**config.mk**
```make
export PLATFORM = sky130hd
export DESIGN_NAME = framed_packet_header_crc_checker_top
export DESIGN_NICKNAME = d
export VERILOG_FILES = /design/src/fphcc_pkg.sv /design/src/fphcc_frame.sv /design/src/fphcc_result.sv /design/src/framed_packet_header_crc_checker_top.sv
export VERILOG_INCLUDE_DIRS = /design/src /design/src/src
export SDC_FILE = /design/constraint.sdc
export NUM_CORES = 1
export LEC_CHECK = 0
export ABC_CLOCK_PERIOD_IN_PS = 9100
export BUFFER_PORTS_ARGS = -buffer_cell sky130_fd_sc_hd__buf_2
export CAP_MARGIN = 25
export CELL_PAD_IN_SITES_DETAIL_PLACEMENT = 0
export CELL_PAD_IN_SITES_GLOBAL_PLACEMENT = 1
export CORE_MARGIN = 2
export CORE_UTILIZATION = 52
export CTS_CLUSTER_SIZE = 40
export DETAILED_ROUTE_END_ITERATION = 7
export PLACE_DENSITY = 0.94
export SLEW_MARGIN = 20
export SYNTH_ARGS = -nofsm -noshare
export SYNTH_HDL_FRONTEND = slang
export SYNTH_SLANG_ARGS = --single-unit
export TNS_END_PERCENT = 100
```
**constraint.sdc**
```tcl
create_clock -name i_clk -period 9.1 [get_ports i_clk]
set_input_delay 0.91 -clock i_clk [delete_from_list [all_inputs] [get_ports i_clk]]
set_output_delay 0.91 -clock i_clk [all_outputs]
set_load 0.03 [all_outputs]
```
**src/framed_packet_header_crc_checker_top_macros.svh**
```systemverilog
// ----------------------------------------------------------------------------
// Framed packet header CRC checker assertion macros
// Shared property wrappers for the checker's concurrent assertions.
// ----------------------------------------------------------------------------
`ifndef FRAMED_PACKET_HEADER_CRC_CHECKER_TOP_MACROS_SVH
`define FRAMED_PACKET_HEADER_CRC_CHECKER_TOP_MACROS_SVH

// Consequent must hold in the same cycle as the antecedent.
`define FPHCC_ASSERT_NOW(label, clk, rst_n, ante, cons, msg) \
    label: assert property (@(posedge clk) disable iff (!rst_n) (ante) |-> (cons)) \
        else $error(msg);

// Consequent must hold in the cycle after the antecedent.
`define FPHCC_ASSERT_NEXT(label, clk, rst_n, ante, cons, msg) \
    label: assert property (@(posedge clk) disable iff (!rst_n) (ante) |=> (cons)) \
        else $error(msg);

`endif

```
**src/fphcc_pkg.sv**
```systemverilog
// ----------------------------------------------------------------------------
// Framed packet header CRC checker package
// Constants, status codes, register indexes, the frame view type and the
// CRC-16 byte update shared by the checker modules.
// ----------------------------------------------------------------------------
`default_nettype none

package fphcc_pkg;

    localparam int HEADER_BYTES_DEF = 12;
    localparam int KEPT_HEADER      = 10;
    localparam int HDR_IDX_W        = $clog2(KEPT_HEADER);

    localparam logic [15:0] CRC_INIT  = 16'hFFFF;
    localparam logic [15:0] CRC_POLY  = 16'h1021;
    localparam logic [15:0] CRC_TOP   = 16'h8000;
    localparam logic [15:0] COUNT_MAX = 16'hFFFF;

    typedef logic [2:0] t_status;

    localparam t_status ST_OK      = 3'd0;
    localparam t_status ST_TRUNC   = 3'd1;
    localparam t_status ST_MAGIC   = 3'd2;
    localparam t_status ST_VERSION = 3'd3;
    localparam t_status ST_CRC     = 3'd4;

    typedef enum logic {
        CFG_MAGIC   = 1'b0,
        CFG_VERSION = 1'b1
    } t_cfg_index;

    typedef struct packed {
        logic [15:0]                  count;
        logic [15:0]                  crc;
        logic [KEPT_HEADER-1:0][7:0]  hdr;
    } t_frame_view;

    function automatic logic [15:0] crc_byte(input logic [15:0] crc, input logic [7:0] b);
        logic [15:0] c;
        c = crc ^ {b, 8'h00};
        for (int k = 0; k < 8; k++) begin
            if ((c & CRC_TOP) != 16'h0000) begin
                c = {c[14:0], 1'b0} ^ CRC_POLY;
            end else begin
                c = {c[14:0], 1'b0};
            end
        end
        return c;
    endfunction

endpackage

`default_nettype wire

```
**src/fphcc_frame.sv**
```systemverilog
// ----------------------------------------------------------------------------
// Framed packet header CRC checker frame state
// Holds the byte count, the running body CRC and the kept header bytes, and
// presents their values updated by the byte in the input register.
// ----------------------------------------------------------------------------
`default_nettype none

module fphcc_frame
    import fphcc_pkg::*;
#(
    parameter int HEADER_BYTES = HEADER_BYTES_DEF
) (
    input  wire logic        i_clk,
    input  wire logic        i_rst_n,
    input  wire logic        i_adv,
    input  wire logic [7:0]  i_byte,
    input  wire logic        i_last,
    output t_frame_view      o_view,
    output logic [15:0]      o_count
);

    logic [15:0]                 r_count;
    logic [15:0]                 r_crc;
    logic [KEPT_HEADER-1:0][7:0] r_hdr;
    logic [15:0]                 w_blen;
    logic                        w_in_body;
    t_frame_view                 n_view;

    assign w_blen    = {r_hdr[7], r_hdr[6]};
    assign w_in_body = (r_count >= 16'(HEADER_BYTES))
                     && ((r_count - 16'(HEADER_BYTES)) < w_blen);

    always_comb begin
        n_view.count = r_count;
        n_view.crc   = r_crc;
        n_view.hdr   = r_hdr;
        if (r_count != COUNT_MAX) begin
            if (r_count < 16'(KEPT_HEADER)) begin
                n_view.hdr[r_count[HDR_IDX_W-1:0]] = i_byte;
            end
            if (w_in_body) begin
                n_view.crc = crc_byte(r_crc, i_byte);
            end
            n_view.count = r_count + 16'd1;
        end
    end

    always_ff @(posedge i_clk) begin
        if (!i_rst_n) begin
            r_count <= 16'd0;
            r_crc   <= CRC_INIT;
        end else if (i_adv) begin
            if (i_last) begin
                r_count <= 16'd0;
                r_crc   <= CRC_INIT;
            end else begin
                r_count <= n_view.count;
                r_crc   <= n_view.crc;
            end
        end
    end

    always_ff @(posedge i_clk) begin
        if (i_adv) begin
            r_hdr <= n_view.hdr;
        end
    end

    assign o_view  = n_view;
    assign o_count = r_count;

endmodule

`default_nettype wire

```
**src/fphcc_result.sv**
```systemverilog
// ----------------------------------------------------------------------------
// Framed packet header CRC checker result stage
// Judges a finished frame and holds the verdict with the parsed header
// fields in the output register until the transaction completes.
// ----------------------------------------------------------------------------
`default_nettype none

module fphcc_result
    import fphcc_pkg::*;
#(
    parameter int HEADER_BYTES = HEADER_BYTES_DEF
) (
    input  wire logic        i_clk,
    input  wire logic        i_rst_n,
    input  wire logic        i_load,
    input  wire t_frame_view i_view,
    input  wire logic [15:0] i_magic,
    input  wire logic [7:0]  i_version,
    input  wire logic        i_out_ready,
    output logic             o_out_valid,
    output logic [2:0]       o_status,
    output logic [7:0]       o_num_blocks,
    output logic [7:0]       o_num_edges,
    output logic [7:0]       o_header_flags,
    output logic [15:0]      o_payload_len,
    output logic [15:0]      o_stated_crc
);

    logic        r_valid;
    t_status     r_status;
    logic [7:0]  r_num_blocks;
    logic [7:0]  r_num_edges;
    logic [7:0]  r_header_flags;
    logic [15:0] r_payload_len;
    logic [15:0] r_stated_crc;

    logic        w_hdr_short;
    logic        w_body_short;
    logic [15:0] w_blen;
    logic [15:0] w_stated;
    t_status     n_status;

    assign w_blen       = {i_view.hdr[7], i_view.hdr[6]};
    assign w_stated     = {i_view.hdr[9], i_view.hdr[8]};
    assign w_hdr_short  = i_view.count < 16'(HEADER_BYTES);
    assign w_body_short = (17'(HEADER_BYTES) + {1'b0, w_blen}) > {1'b0, i_view.count};

    always_comb begin
        if (w_hdr_short) begin
            n_status = ST_TRUNC;
        end else if ({i_view.hdr[1], i_view.hdr[0]} != i_magic) begin
            n_status = ST_MAGIC;
        end else if (i_view.hdr[2] != i_version) begin
            n_status = ST_VERSION;
        end else if (w_body_short) begin
            n_status = ST_TRUNC;
        end else if (i_view.crc != w_stated) begin
            n_status = ST_CRC;
        end else begin
            n_status = ST_OK;
        end
    end

    always_ff @(posedge i_clk) begin
        if (!i_rst_n) begin
            r_valid <= 1'b0;
        end else if (i_load) begin
            r_valid <= 1'b1;
        end else if (i_out_ready) begin
            r_valid <= 1'b0;
        end
    end

    always_ff @(posedge i_clk) begin
        if (i_load) begin
            r_status <= n_status;
            if (w_hdr_short) begin
                r_num_blocks   <= 8'd0;
                r_num_edges    <= 8'd0;
                r_header_flags <= 8'd0;
                r_payload_len  <= 16'd0;
                r_stated_crc   <= 16'd0;
            end else begin
                r_num_blocks   <= i_view.hdr[3];
                r_num_edges    <= i_view.hdr[4];
                r_header_flags <= i_view.hdr[5];
                r_payload_len  <= w_blen;
                r_stated_crc   <= w_stated;
            end
        end
    end

    assign o_out_valid    = r_valid;
    assign o_status       = r_status;
    assign o_num_blocks   = r_num_blocks;
    assign o_num_edges    = r_num_edges;
    assign o_header_flags = r_header_flags;
    assign o_payload_len  = r_payload_len;
    assign o_stated_crc   = r_stated_crc;

endmodule

`default_nettype wire

```
**src/framed_packet_header_crc_checker_top.sv**
```systemverilog
// ----------------------------------------------------------------------------
// Framed packet header CRC checker
// Takes a frame one byte per transaction, with last_byte set on its final
// byte, and checks the little-endian header against the configured magic and
// version and the body against a CRC-16 (polynomial 0x1021, init 0xFFFF).
// One byte is accepted every cycle while no last byte waits. A byte is captured
// in the input register and judged from there by the CRC byte update and the
// header compares into the output register; the CRC byte update is the longest
// path. A frame's last byte waits in the input register only while an earlier
// verdict is still held by the output. Write configuration registers only while
// no frame is in progress.
// ----------------------------------------------------------------------------
`default_nettype none
`include "framed_packet_header_crc_checker_top_macros.svh"

module framed_packet_header_crc_checker_top
    import fphcc_pkg::*;
#(
    parameter int HEADER_BYTES = HEADER_BYTES_DEF
) (
    input  wire logic        i_clk,
    input  wire logic        i_rst_n,
    input  wire logic        i_cfg_we,
    input  wire logic        i_cfg_index,
    input  wire logic [15:0] i_cfg_data,
    input  wire logic        i_in_valid,
    output logic             o_in_ready,
    input  wire logic [7:0]  i_byte_value,
    input  wire logic        i_last_byte,
    output logic             o_out_valid,
    input  wire logic        i_out_ready,
    output logic [2:0]       o_status,
    output logic [7:0]       o_num_blocks,
    output logic [7:0]       o_num_edges,
    output logic [7:0]       o_header_flags,
    output logic [15:0]      o_payload_len,
    output logic [15:0]      o_stated_crc
);

    logic        r_in_valid;
    logic [7:0]  r_in_byte;
    logic        r_in_last;
    logic [15:0] r_magic;
    logic [7:0]  r_version;

    logic        w_out_free;
    logic        w_adv;
    t_frame_view w_view;
    logic [15:0] w_frame_count;

    assign w_out_free = !o_out_valid || i_out_ready;
    assign w_adv      = r_in_valid && (!r_in_last || w_out_free);
    assign o_in_ready = !r_in_valid || w_adv;

    always_ff @(posedge i_clk) begin
        if (!i_rst_n) begin
            r_in_valid <= 1'b0;
        end else if (o_in_ready) begin
            r_in_valid <= i_in_valid;
        end
    end

    always_ff @(posedge i_clk) begin
        if (i_in_valid && o_in_ready) begin
            r_in_byte <= i_byte_value;
            r_in_last <= i_last_byte;
        end
    end

    always_ff @(posedge i_clk) begin
        if (!i_rst_n) begin
            r_magic   <= 16'd0;
            r_version <= 8'd0;
        end else if (i_cfg_we) begin
            case (t_cfg_index'(i_cfg_index))
                CFG_MAGIC: begin
                    r_magic <= i_cfg_data;
                end
                CFG_VERSION: begin
                    r_version <= i_cfg_data[7:0];
                end
                default: begin
                    r_magic <= r_magic;
                end
            endcase
        end
    end

    fphcc_frame #(
        .HEADER_BYTES (HEADER_BYTES)
    ) u_frame (
        .i_clk   (i_clk),
        .i_rst_n (i_rst_n),
        .i_adv   (w_adv),
        .i_byte  (r_in_byte),
        .i_last  (r_in_last),
        .o_view  (w_view),
        .o_count (w_frame_count)
    );

    fphcc_result #(
        .HEADER_BYTES (HEADER_BYTES)
    ) u_result (
        .i_clk          (i_clk),
        .i_rst_n        (i_rst_n),
        .i_load         (w_adv && r_in_last),
        .i_view         (w_view),
        .i_magic        (r_magic),
        .i_version      (r_version),
        .i_out_ready    (i_out_ready),
        .o_out_valid    (o_out_valid),
        .o_status       (o_status),
        .o_num_blocks   (o_num_blocks),
        .o_num_edges    (o_num_edges),
        .o_header_flags (o_header_flags),
        .o_payload_len  (o_payload_len),
        .o_stated_crc   (o_stated_crc)
    );

    `FPHCC_ASSERT_NOW(a_status_range, i_clk, i_rst_n, o_out_valid, o_status <= ST_CRC,
        "status code out of range")
    `FPHCC_ASSERT_NOW(a_last_waits, i_clk, i_rst_n,
        r_in_valid && r_in_last && o_out_valid && !i_out_ready, !o_in_ready,
        "last byte overran a held verdict")
    `FPHCC_ASSERT_NEXT(a_frame_restart, i_clk, i_rst_n, w_adv && r_in_last,
        w_frame_count == 16'd0, "frame count not cleared after last byte")

endmodule

`default_nettype wire

```
Yosys cells after proc, flatten, opt, wreduce, memory -nomap -nowiden

Cells that the tools add are included.

Logic and storage cells: 100
Register bits after elaboration: 206
Output and inout port bits: 61
Input bits: 31

Bitwise operators: 10
Reduce and logical (&&, ||, !) cells: 15
Eq/ne operators: 4
Order comparisons: 7
Add/subtract/negate cells: 3
Multiplexer cells: 36

Operators with widths:

| operator              | number |
|---|---|
| $mux 16               | 17 |
| $mux 112              | 1 |
| $mux 13               | 8 |
| $bwmux 80             | 1 |
| $mux 80               | 1 |
| $demux 8 s4           | 1 |
| $lt 16x4->1 const B   | 2 |
| $ne 16x16->1          | 2 |
| $not 3->3             | 8 |
| $add 4x16->17 const A | 1 |
| $gt 17x16->1          | 1 |
| $add 16x1->16 const B | 1 |
| $ge 16x4->1 const B   | 1 |
| $lt 16x16->1          | 1 |
| $ne 16x16->1 const B  | 1 |
| $sub 16x4->16 const B | 1 |
| $xor 16x16->16        | 1 |
| $mux 8                | 1 |
| $ne 8x8->1            | 1 |
| $mux 2                | 3 |
| $logic_and 1x1->1     | 5 |
| $lt 4x5->1 const B    | 1 |
| $ge 4x1->1 const B    | 1 |
| $reduce_and 2->1      | 2 |
| 7 further kinds       | 12 |

Longest topological paths before layout

Gate-level depths: netlist (run 1).

Depth in word-level cells: 38
Depth in mapped cells: 20
Depth with buffers taken out: 19

Cells and area by module

From an unflattened synthesis (run 1), not the netlist that was laid out.

Cells, all modules: 954
Area, all modules: 11,061.9 µm²

Modules (own cells, without submodules):

| module                               | cells each | times used | area an instance (µm²) |
|---|---|---|---|
| fphcc_frame                          | 549        | 1          | 6,407.4 |
| fphcc_result                         | 280        | 1          | 3,316.9 |
| framed_packet_header_crc_checker_top | 125        | 1          | 1,337.5 |

Worst setup path before layout (run 1)

OpenSTA, ideal clock, no wires.

Path type: in2reg
Start point: in i_out_ready
End point: reg u_frame.r_crc[10]
Path buffers: 1
Data required time: 8.959 ns
Setup slack: 5.071 ns
Stages: 8
Arrival time: 3.888 ns
Cells stage by stage: nor2b_1 nand2_1 nand2_1 inv_1 nand3_1 clkbuf_1 nand2_1 o211ai_1

Cells in the longest elaborated chain, start to end: 3

RTL lines:

| item                 | line                                       | RTL |
|---|---|---|
| from (decl)          | framed_packet_header_crc_checker_top.sv:31 | `input wire logic i_out_ready,` |
| $logic_or 1x1->1     | framed_packet_header_crc_checker_top.sv:51 | `assign w_out_free = !o_out_valid \|\| i_out_ready;` |
| $logic_or 1x1->1     | framed_packet_header_crc_checker_top.sv:52 | `assign w_adv = r_in_valid && (!r_in_last \|\| w_out_free);` |
| $logic_and 1x1->1    | framed_packet_header_crc_checker_top.sv:52 |  |
| via u_frame.i_adv    | fphcc_frame.sv:15                          | `input wire logic i_adv,` |
| to (signal assigned) | fphcc_frame.sv:58                          | `r_crc <= n_view.crc;` |
| to (decl)            | fphcc_frame.sv:23                          | `logic [15:0] r_crc;` |

The timed path passes the listed nets, and every way through them passes these cells.
A chain may end at the register's enable or synchronous reset.

Final worst setup path (run 1)

Start point: reg u_frame.r_count[2] (netlist: u_frame.o_count[2])
End point: reg u_result.r_status[2] (netlist: u_result.o_status[2]), data pin

Cells in the longest elaborated chain, start to end: 10
Elaborated cells on any way between the ends: 24

RTL lines:

| item                                                           | line               | RTL |
|---|---|---|
| from (decl)                                                    | fphcc_frame.sv:22  | `logic [15:0] r_count;` |
| from (signal assigned)                                         | fphcc_frame.sv:57  | `r_count <= n_view.count;` |
| $lt 4x5->1 (implied by the code) or $ge 4x1->1 (tied branches) | fphcc_frame.sv:39  | `n_view.hdr[r_count[HDR_IDX_W-1:0]] = i_byte;` |
| $logic_and 1x1->1 (implied by the code)                        | fphcc_frame.sv:39  |  |
| $mux 8 (implied by the code)                                   | fphcc_frame.sv:39  |  |
| $demux 8 s4                                                    | -                  |  |
| $bwmux 80                                                      | fphcc_frame.sv:39  |  |
| $mux 80                                                        | fphcc_frame.sv:38  | `if (r_count < 16'(KEPT_HEADER)) begin` |
| $mux 112 *                                                     | fphcc_frame.sv:37  | `if (r_count != COUNT_MAX) begin` |
| $add 4x16->17                                                  | fphcc_result.sv:46 | `assign w_body_short = (17'(HEADER_BYTES) + {1'b0, w_blen}) > {1'b0, i_view.count};` |
| $gt 17x16->1                                                   | fphcc_result.sv:46 |  |
| $reduce_or 4->1 (no line)                                      | -                  |  |
| to (signal assigned)                                           | fphcc_result.sv:76 | `r_status <= n_status;` |
| to (decl)                                                      | fphcc_result.sv:30 | `t_status r_status;` |

Mark *: on every way between the ends. The rest lies on a longest branch, timed or not.

==> reports/summary.md, run 1 <==
The flow ran to the end, and the final reports show no timing, DRC or antenna violations. The routability-driven placement congestion ratio was 0.889; the final design utilization was 59.9%. The number of flip-flops and latches in the synthesized netlist was 206. Global routing finished with a remaining overflow of 0.

Along the worst hold path, the cell count comes to 2. For this design the static power due to leakage is 4.83 nW. The number of failing hold endpoints at the final stage came out at 0. Launching element type of the critical path: a flip-flop. The logs give 197 MHz for the highest attainable clock frequency and 5.33 ns for the data arrival at the endpoint of the critical path. The average detailed-routed wire length per instance is 19.2 um, and the total number of vias is 8317. Setup violations remaining at the end of the flow were counted as 0. The clock tree skew after final layout was 0.0192 ns.

The path type of the worst setup path is flip-flop to flip-flop. The dominant register cell in the synthesized netlist was sky130_fd_sc_hd__edfxtp_1. After clock tree synthesis, the flow added hold-fix buffers numbering 0. The clock net in this run drives a total of 206 sinks. The path depth of the worst reg2reg path was 18; the logic depth of the worst setup path including buffers was 18. TritonCTS created 24 clock buffers. OpenSTA, run right after detailed placement, puts the worst setup slack at 4.17 ns. Setup repair after global routing left no endpoint under its margin. Yosys attributes the largest share of cell area to sky130_fd_sc_hd__edfxtp_1 (40%), sky130_fd_sc_hd__dfxtp_1 (10%), sky130_fd_sc_hd__ha_1 (4.4%).

The required time at the worst-slack endpoint was 9.36 ns; the starting density of the core was 53.1%. In this run the tightest slew margin relative to its limit is 31.0%. Setup slack on the critical path of the routed design comes to 4.03 ns.

Cell type group with the largest total delay on the critical path: simple AND/OR/NAND/NOR gates. The biggest area contributor in the post-synthesis netlist is sky130_fd_sc_hd__edfxtp_1. For the count of filler cells inserted in the layout, the log shows 1758. Slew at the pin closest to its max-slew limit: 1.03 ns.

Buffers placed on the I/O ports in this run total 91. The buffer levels on the longest clock path is 3, and the ratio of final minimum period to clock period is 55.7%. The share of synthesized flip-flops with an asynchronous set or reset was 0%; the placeable core area was 21000 sq um.

The tools report the number of antenna cells inserted as 0. For the wire length of the first global-routing pass, the log shows 43100 um. Walking the worst path, the cells encountered are ha_1 > nor3_1 > and4_1 > nand3_2 > nor2_2 > mux2i_1 > nor3_2 > and3_1 > nand2_1 > xnor2_1 > ha_1 > nand3_1 > o21ai_0 > nor2_1 > a31oi_1 > o21ai_0 > and3_1 > o2111a_1.

The mapped cell area is 11200 sq um, and the average size of a mapped cell is 10.4 sq um. The run gives 7944 as the via count of the first global-routing pass. Across the run, the number of max-cap violations was 0. The count of antenna-violating nets left after detailed routing is 0. Most common cell in the synthesized netlist: sky130_fd_sc_hd__edfxtp_1. Along the worst path, the maximum fanout reaches 15. In this run the power density over the cells is 172 nW/um^2. The routed design could run at a clock period as short as 5.07 ns. The number of iterations in the first detailed-routing pass was 8; the delay of the slowest cell on the worst path was 0.66 ns. The slowest stage of the critical path belongs to the cell sky130_fd_sc_hd__nor2_2.

For the DRC marker count from the first detailed-route iteration, the log shows 818. After clock tree synthesis, the repair step resized 0 gates. The tools report the worst hold margin as 0.471 ns.

Yosys mapped a number of flops with a built-in enable equal to 148. The HPWL after detailed placement is 18900 um. The logs give 53 for the row count and 5610 sq um for the sequential cell area in the final layout. Clock-pin slew was measured on the worst setup and hold paths at 0.06 ns. The tools report the portion of the post-synthesis area used by sequential elements as 50.3%. TritonCTS built the clock tree. The logs give 22600 sq um for the total die area and 0 for the number of pins with negative max-slew slack in the final report. 92 I/O pins were placed. When the netlist entered floorplanning its net count stood at 1143. The combined global-route utilization of all metal layers was 24.5%.

For the overall power consumption, the log shows 0.00217 W. The run gives 1073 as the gate count of the mapped netlist. In the routed layout, each cell is associated on average with a via count of 5.80.

The vertical die dimension was 150 um. The worst setup path is captured at a flip-flop. The Yosys step of the flow raised 0 warnings.

The commonest cells after synthesis are sky130_fd_sc_hd__edfxtp_1 (148), sky130_fd_sc_hd__nand2_1 (105), sky130_fd_sc_hd__inv_1 (69). The run gives 0.123 mV as the maximum VDD drop. For the H-tree depth, the log shows 1.

In the routed design, unresolved DRC markers number 0. Buffers added to address setup during post-CTS repair amount to 0. After routing, the total negative slack on setup checks comes to 0 ns. The tree is rooted in a sky130_fd_sc_hd__clkbuf_16.

Compared with the post-synthesis result, the final layout area differs by 12.9%. The die span in x was 150 um. The clock latency of the later-clocked register in the worst-skew pair is 0.51 ns, and the final net count is 1212.

The buffers plus inverters on the worst setup path was 0; the share of final-layout standard cells stronger than drive strength 1 was 17.1%. The routed design has 27500 um of wire. After synthesis, the largest area contributor takes up 39.8% of total cell area.

Synthesis instantiated 64 different standard cells from the library. The min-delay analysis places its worst path in the category flip-flop to flip-flop. Entering global routing, the biggest net connects 61 pins. The tools report the number of antenna violations at the first check in global routing as 0. The multi-input combinational cells in the finished layout cover a total of 5010 sq um.
area by class of cell:
cell class                 count  share of cell area (%)
clock buffer                  36                    5.62
inverter                      69                    2.06
timing repair buffer         105                    4.64
sequential                   206                    44.5
tap                          275                    2.73
clock inverter                 7                   0.685
multi-input combinational    736                    39.8
worst min-delay path: stages, from the launching register on:
cell and delay, ns:
sky130_fd_sc_hd__dfxtp_1 0.31, sky130_fd_sc_hd__nand2_1 0.05, sky130_fd_sc_hd__a21boi_0 0.06
layer usage:
layer  wire length [um]  vias up  part of all wire [%]  global-route usage, %
met4                675        0                   2.5                   6.70
met1              12600     3977                    46                   35.5
met3               1840       52                   6.7                   4.12
met2              12400      340                    45                   38.0
met5                  0        -                     0                      0
li1                   -     3948                     -                      -
placed cells by master (no fill, tap or decap), types with 26 or more instances in the layout:
cell type	netlist	layout
sky130_fd_sc_hd__nand2_1	105	105
sky130_fd_sc_hd__xor2_1	27	27
sky130_fd_sc_hd__o21ai_0	41	41
sky130_fd_sc_hd__edfxtp_1	148	148
sky130_fd_sc_hd__a21boi_0	28	28
sky130_fd_sc_hd__ha_1	39	39
sky130_fd_sc_hd__mux2i_1	26	26
sky130_fd_sc_hd__inv_1	69	68
sky130_fd_sc_hd__and2_1	49	49
sky130_fd_sc_hd__nand3_1	31	31
sky130_fd_sc_hd__nor2_1	68	68
sky130_fd_sc_hd__mux2_2	42	42
sky130_fd_sc_hd__xnor2_1	50	50
sky130_fd_sc_hd__buf_2	13	91
sky130_fd_sc_hd__dfxtp_1	58	58
sky130_fd_sc_hd__a21oi_1	34	34
sky130_fd_sc_hd__clkbuf_16	0	26
power by group:
part	internal, W	switching, W	total, W
Sequential	0.00103	0.0000192	0.00105
Combinational	0.0000555	0.000102	0.000157
Clock	0.000592	0.000368	0.000960
Total	0.00168	0.000489	0.00217
path summary, 6_finish.rpt:
check | startpoint | end | slack (ns)
hold reg to reg | r_version[1] | r_version[1] | 0.47
setup / recovery | u_frame.o_count[2] | u_result.o_status[2] | 4.03
hold / removal | r_version[1] | r_version[1] | 0.47
setup reg to reg | u_frame.o_count[2] | u_result.o_status[2] | 4.03
per-stage QoR:
step / cells / cell area (sq um)
2_1_floorplan: 1073 / 11200
3_3_place_gp: 1389 / 11800
3_5_place_dp: 1391 / 11800
4_1_cts: 1434 / 12600
5_1_grt: 1434 / 12600
6_report: 1434 / 12600
registers in the layout (all words and copies together), names as in the netlist:
name and cells:
u_frame.o_count 16, r_in_last 1, u_result.o_payload_len 16, r_version 8
u_result.o_status 3, u_result.o_stated_crc 16, r_in_valid 1, u_result.o_num_blocks 8
u_frame.r_crc 16, u_result.o_header_flags 8, u_result.o_num_edges 8, r_magic 16
u_result.o_out_valid 1, r_in_byte 8, u_frame.r_hdr 80
cells by family (layout without fill, tap and decap cells):
| kind of cell | after synthesis | count (layout) | synth area share (%) |
|---|---|---|---|
| AO/OA/AOI/OAI | 186 | 186 | 10.8 |
| XOR/XNOR | 80 | 80 | 6.48 |
| adder cells (fa/ha/maj) | 39 | 39 | 4.37 |
| buffers and inverters | 131 | 217 | 4.96 |
| flip-flops | 206 | 206 | 50.3 |
| multiplexers | 70 | 70 | 6.78 |
| AND/OR/NAND/NOR | 361 | 361 | 16.3 |
Power figures use the tool's default switching activity.
==> inputs of run 2 (changes only) <==
--- a/config.mk
+++ b/config.mk
@@ -6,16 +6,16 @@
 export SDC_FILE = /design/constraint.sdc
 export NUM_CORES = 1
 export LEC_CHECK = 0
-export ABC_CLOCK_PERIOD_IN_PS = 9100
+export ABC_CLOCK_PERIOD_IN_PS = 5060
 export BUFFER_PORTS_ARGS = -buffer_cell sky130_fd_sc_hd__buf_2
 export CAP_MARGIN = 25
 export CELL_PAD_IN_SITES_DETAIL_PLACEMENT = 0
 export CELL_PAD_IN_SITES_GLOBAL_PLACEMENT = 1
 export CORE_MARGIN = 2
-export CORE_UTILIZATION = 52
+export CORE_UTILIZATION = 48
 export CTS_CLUSTER_SIZE = 40
 export DETAILED_ROUTE_END_ITERATION = 7
-export PLACE_DENSITY = 0.94
+export PLACE_DENSITY = 0.89
 export SLEW_MARGIN = 20
 export SYNTH_ARGS = -nofsm -noshare
 export SYNTH_HDL_FRONTEND = slang
==> constraint.sdc (replaced) <==
create_clock -name i_clk -period 5.06 [get_ports i_clk]
set_input_delay 0.506 -clock i_clk [delete_from_list [all_inputs] [get_ports i_clk]]
set_output_delay 0.506 -clock i_clk [all_outputs]
set_load 0.03 [all_outputs]
==> run 2 against run 1 <==
  * Maximum frequency rose by 8.5%
  * Non-clock buffer count up 8
  * Worst hold slack worse by 0.30 ns
  * First-iteration DRC count down 32%
  * Sequential share of layout area down 0.48 points
  * Register-to-register slack lost 3.6 ns
  * Clock power grew 91%
  * Final area increased by 1.1%
  * Combinational power rose by 83%
  * Sequential power increased by 80%
  * Critical path type unchanged
  * Largest cell class unchanged
  * Largest power group unchanged
  * Highest routed layer unchanged
==> reports/summary.md, run 2 (synthesized netlist as in run 1, its figures left out) <==
The run finished with clean final reports. Clock tree synthesis inserted a total of 24 buffers. STA classifies the critical path startpoint as a flip-flop. The total grt overflow is 0.

Measured along the y axis, the die boundary spans 156 um. The H-tree depth was 1; the final net count was 1220. Number of pins with negative max-slew slack in the final report: 0. The tightest min-delay check is of the input pin to flip-flop type.

The worst setup path is captured at a flip-flop. After detailed routing, the number of vias per cell comes to 5.73. Data arrives at the worst endpoint at 4.94 ns. After detailed routing, the average wire length per cell comes to 19.3 um. The run gives 3 as the buffer levels on the longest clock path. The worst path uses 92.4% of the clock period.

The number of instances resized during post-cts repair came out at 0. For the worst setup path, the data required time is 5.33 ns. 92 I/O pins were placed.

The run gives 0 as the count of maximum capacitance violations. The register with the most flip-flops in the layout has 80 of them. The core region is 22700 sq um. The clock tree skew after final layout came out at 0.0120 ns. Ranked by flip-flop count, first place goes to u_frame.r_hdr. Hold timing on the final database bottoms out at a slack of 0.173 ns.

For this run, design rule violations remaining after detail routing come to 0. The maximum VDD drop was 0.325 mV. Entering global routing, the biggest net connects 64 pins.

The internal portion of the total power is 0.00309 W. Dividing total power by cell area gives a power density of 315 nW/um^2. At the later pin of the worst-skew pair, clock insertion delay measures 0.51 ns. Setup slack on the worst reg-to-reg path comes out at 0.38 ns. The via count of the first global-routing pass is 7869, and the count of antenna-violating nets left after detailed routing is 0.

Post-CTS setup-driven buffer insertion count: 0. TritonCTS built the clock tree. After clock tree synthesis, the clock-pin slew on the worst setup and hold paths is 0.06 ns. The routed design has 28000 um of wire. The most common cell after layout, fill and taps aside was sky130_fd_sc_hd__edfxtp_1. The tools report the combined global-route utilization of all metal layers as 22.9%.

The hold buffer count at cts was 0; the total number of vias was 8324. The tools report the highest attainable clock frequency as 214 MHz. The design draws 0.00401 W. The number of iterations in the first detailed-routing pass was 5; the area added between synthesis and finish was 14.2%.

Setup violations remaining at the end of the flow were counted as 0. The logs give 554 for the DRC marker count from the first detailed-route iteration and 0 for the number of failing hold endpoints at the final stage. The clock net in this run drives a total of 206 sinks. The shortest period the worst path allows was 4.68 ns. Setup repair after global routing left no endpoint under its margin.

The starting density of the core was 49.1%; the slew at the pin closest to its max-slew limit was 0.909 ns. The logs give 19300 um for the detailed placer's ending HPWL and 47.3% for the relative contribution of sequential cells to total power. The CTS root buffer was sky130_fd_sc_hd__clkbuf_16. The critical path is of the flip-flop to flip-flop type. The run gives 0.000919 W as the switching power.

The number of antenna cells inserted was 0; the setup TNS after final layout was 0 ns. The share of total power dissipated in combinational logic is 7.2%. The number of antenna violations at the first check in global routing was 0; the wire length of the first global-routing pass was 43900 um. Measured on the finished design, the core utilization comes to 56.1%. Net switching is 22.9% of the power. Summed over all cells, the static leakage comes to 4.90 nW. In the layout the commonest cells are sky130_fd_sc_hd__edfxtp_1 (148), sky130_fd_sc_hd__nand2_1 (105), sky130_fd_sc_hd__buf_2 (91), sky130_fd_sc_hd__inv_1 (68), sky130_fd_sc_hd__nor2_1 (68).

Along the worst path, the maximum fanout reaches 10. Buffers placed on the I/O ports in this run total 91. Measured along the x axis, the die boundary spans 156 um. In the final layout, the share of cells above drive strength 1 is 18.8%.

The congestion estimate from routability-driven global placement came to 0.925. The die covers 24500 sq um. In this run the tightest slew margin relative to its limit is 39.2%. Part of the power in the clock network: 45.6%. In this run the core area contains 55 standard-cell rows.
-- run 2: changes by cell type in the layout (fill, tap and decap cells not counted), moves of 2 or more --
cell,delta
sky130_fd_sc_hd__clkinv_2,+2
sky130_fd_sc_hd__buf_4,+9
sky130_fd_sc_hd__inv_4,+2
sky130_fd_sc_hd__clkinvlp_4,+2
sky130_fd_sc_hd__clkbuf_1,-7
sky130_fd_sc_hd__clkbuf_8,+3
-- run 2: final timing paths --
check	start	to	depth (start not counted)
max reg2reg	u_frame.o_count[9]	u_result.o_status[2]	17
max	u_frame.o_count[9]	u_result.o_status[2]	17
min reg2reg	r_version[7]	r_version[7]	2
min	i_byte_value[3]	r_in_byte[3]	1
-- run 2: layer usage --
| layer | vias up | wire [um] | global-route usage, % |
|---|---|---|---|
| met5 | - | 0 | 0 |
| met4 | 0 | 530 | 5.46 |
| met3 | 37 | 1660 | 2.80 |
| met2 | 288 | 12800 | 36.0 |
| met1 | 4030 | 13000 | 34.0 |
| li1 | 3969 | - | - |
-- run 2: power groups by stage --
| stage | sequential, W | clock (W) | combinational (W) |
|---|---|---|---|
| after global routing | 0.00190 | 0.00193 | 0.000314 |
| after detailed placement | 0.00193 | 0 | 0.000283 |
| final | 0.00189 | 0.00183 | 0.000287 |
| after CTS | 0.00189 | 0.00186 | 0.000285 |
| after floorplan | 0.00194 | 0 | 0.000176 |
| after global placement | 0.00193 | 0 | 0.000279 |
-- run 2: area by class of cell --
cell class              instances  area, sq um
clock inverters                13          154
flip-flops and latches        206         5610
clock buffers                  31          698
well taps                     285          357
fillers                      1985         9970
multi-input cells             736         5030
inverters                      69          260
repair buffers                113          633
-- run 2: worst max-delay path: stages, from the launching register on --
cell and delay, ns:
sky130_fd_sc_hd__dfxtp_1 0.43, sky130_fd_sc_hd__nor4_1 0.54, sky130_fd_sc_hd__and4_1 0.45, sky130_fd_sc_hd__nand3_2 0.21
sky130_fd_sc_hd__nor2_4 0.37, sky130_fd_sc_hd__mux2i_1 0.25, sky130_fd_sc_hd__nor3_2 0.41, sky130_fd_sc_hd__and3_1 0.28
sky130_fd_sc_hd__nand2_1 0.08, sky130_fd_sc_hd__xnor2_1 0.13, sky130_fd_sc_hd__ha_1 0.27, sky130_fd_sc_hd__nand3_1 0.08
sky130_fd_sc_hd__o21ai_0 0.22, sky130_fd_sc_hd__nor2_1 0.07, sky130_fd_sc_hd__a31oi_1 0.12, sky130_fd_sc_hd__o21ai_0 0.11
sky130_fd_sc_hd__and3_1 0.24, sky130_fd_sc_hd__o2111a_1 0.14
-- run 2: per-stage QoR --
step | instances | worst slack, ns | cell area (sq um)
finish | 1453 | 0.385 | 12700
global route | 1453 | 0.0184 | 12700
CTS | 1452 | 0.201 | 12700
detailed placement | 1408 | 0.223 | 11900
global placement | 1408 | 0.339 | 11900
floorplan | 1073 | 1.10 | 11200
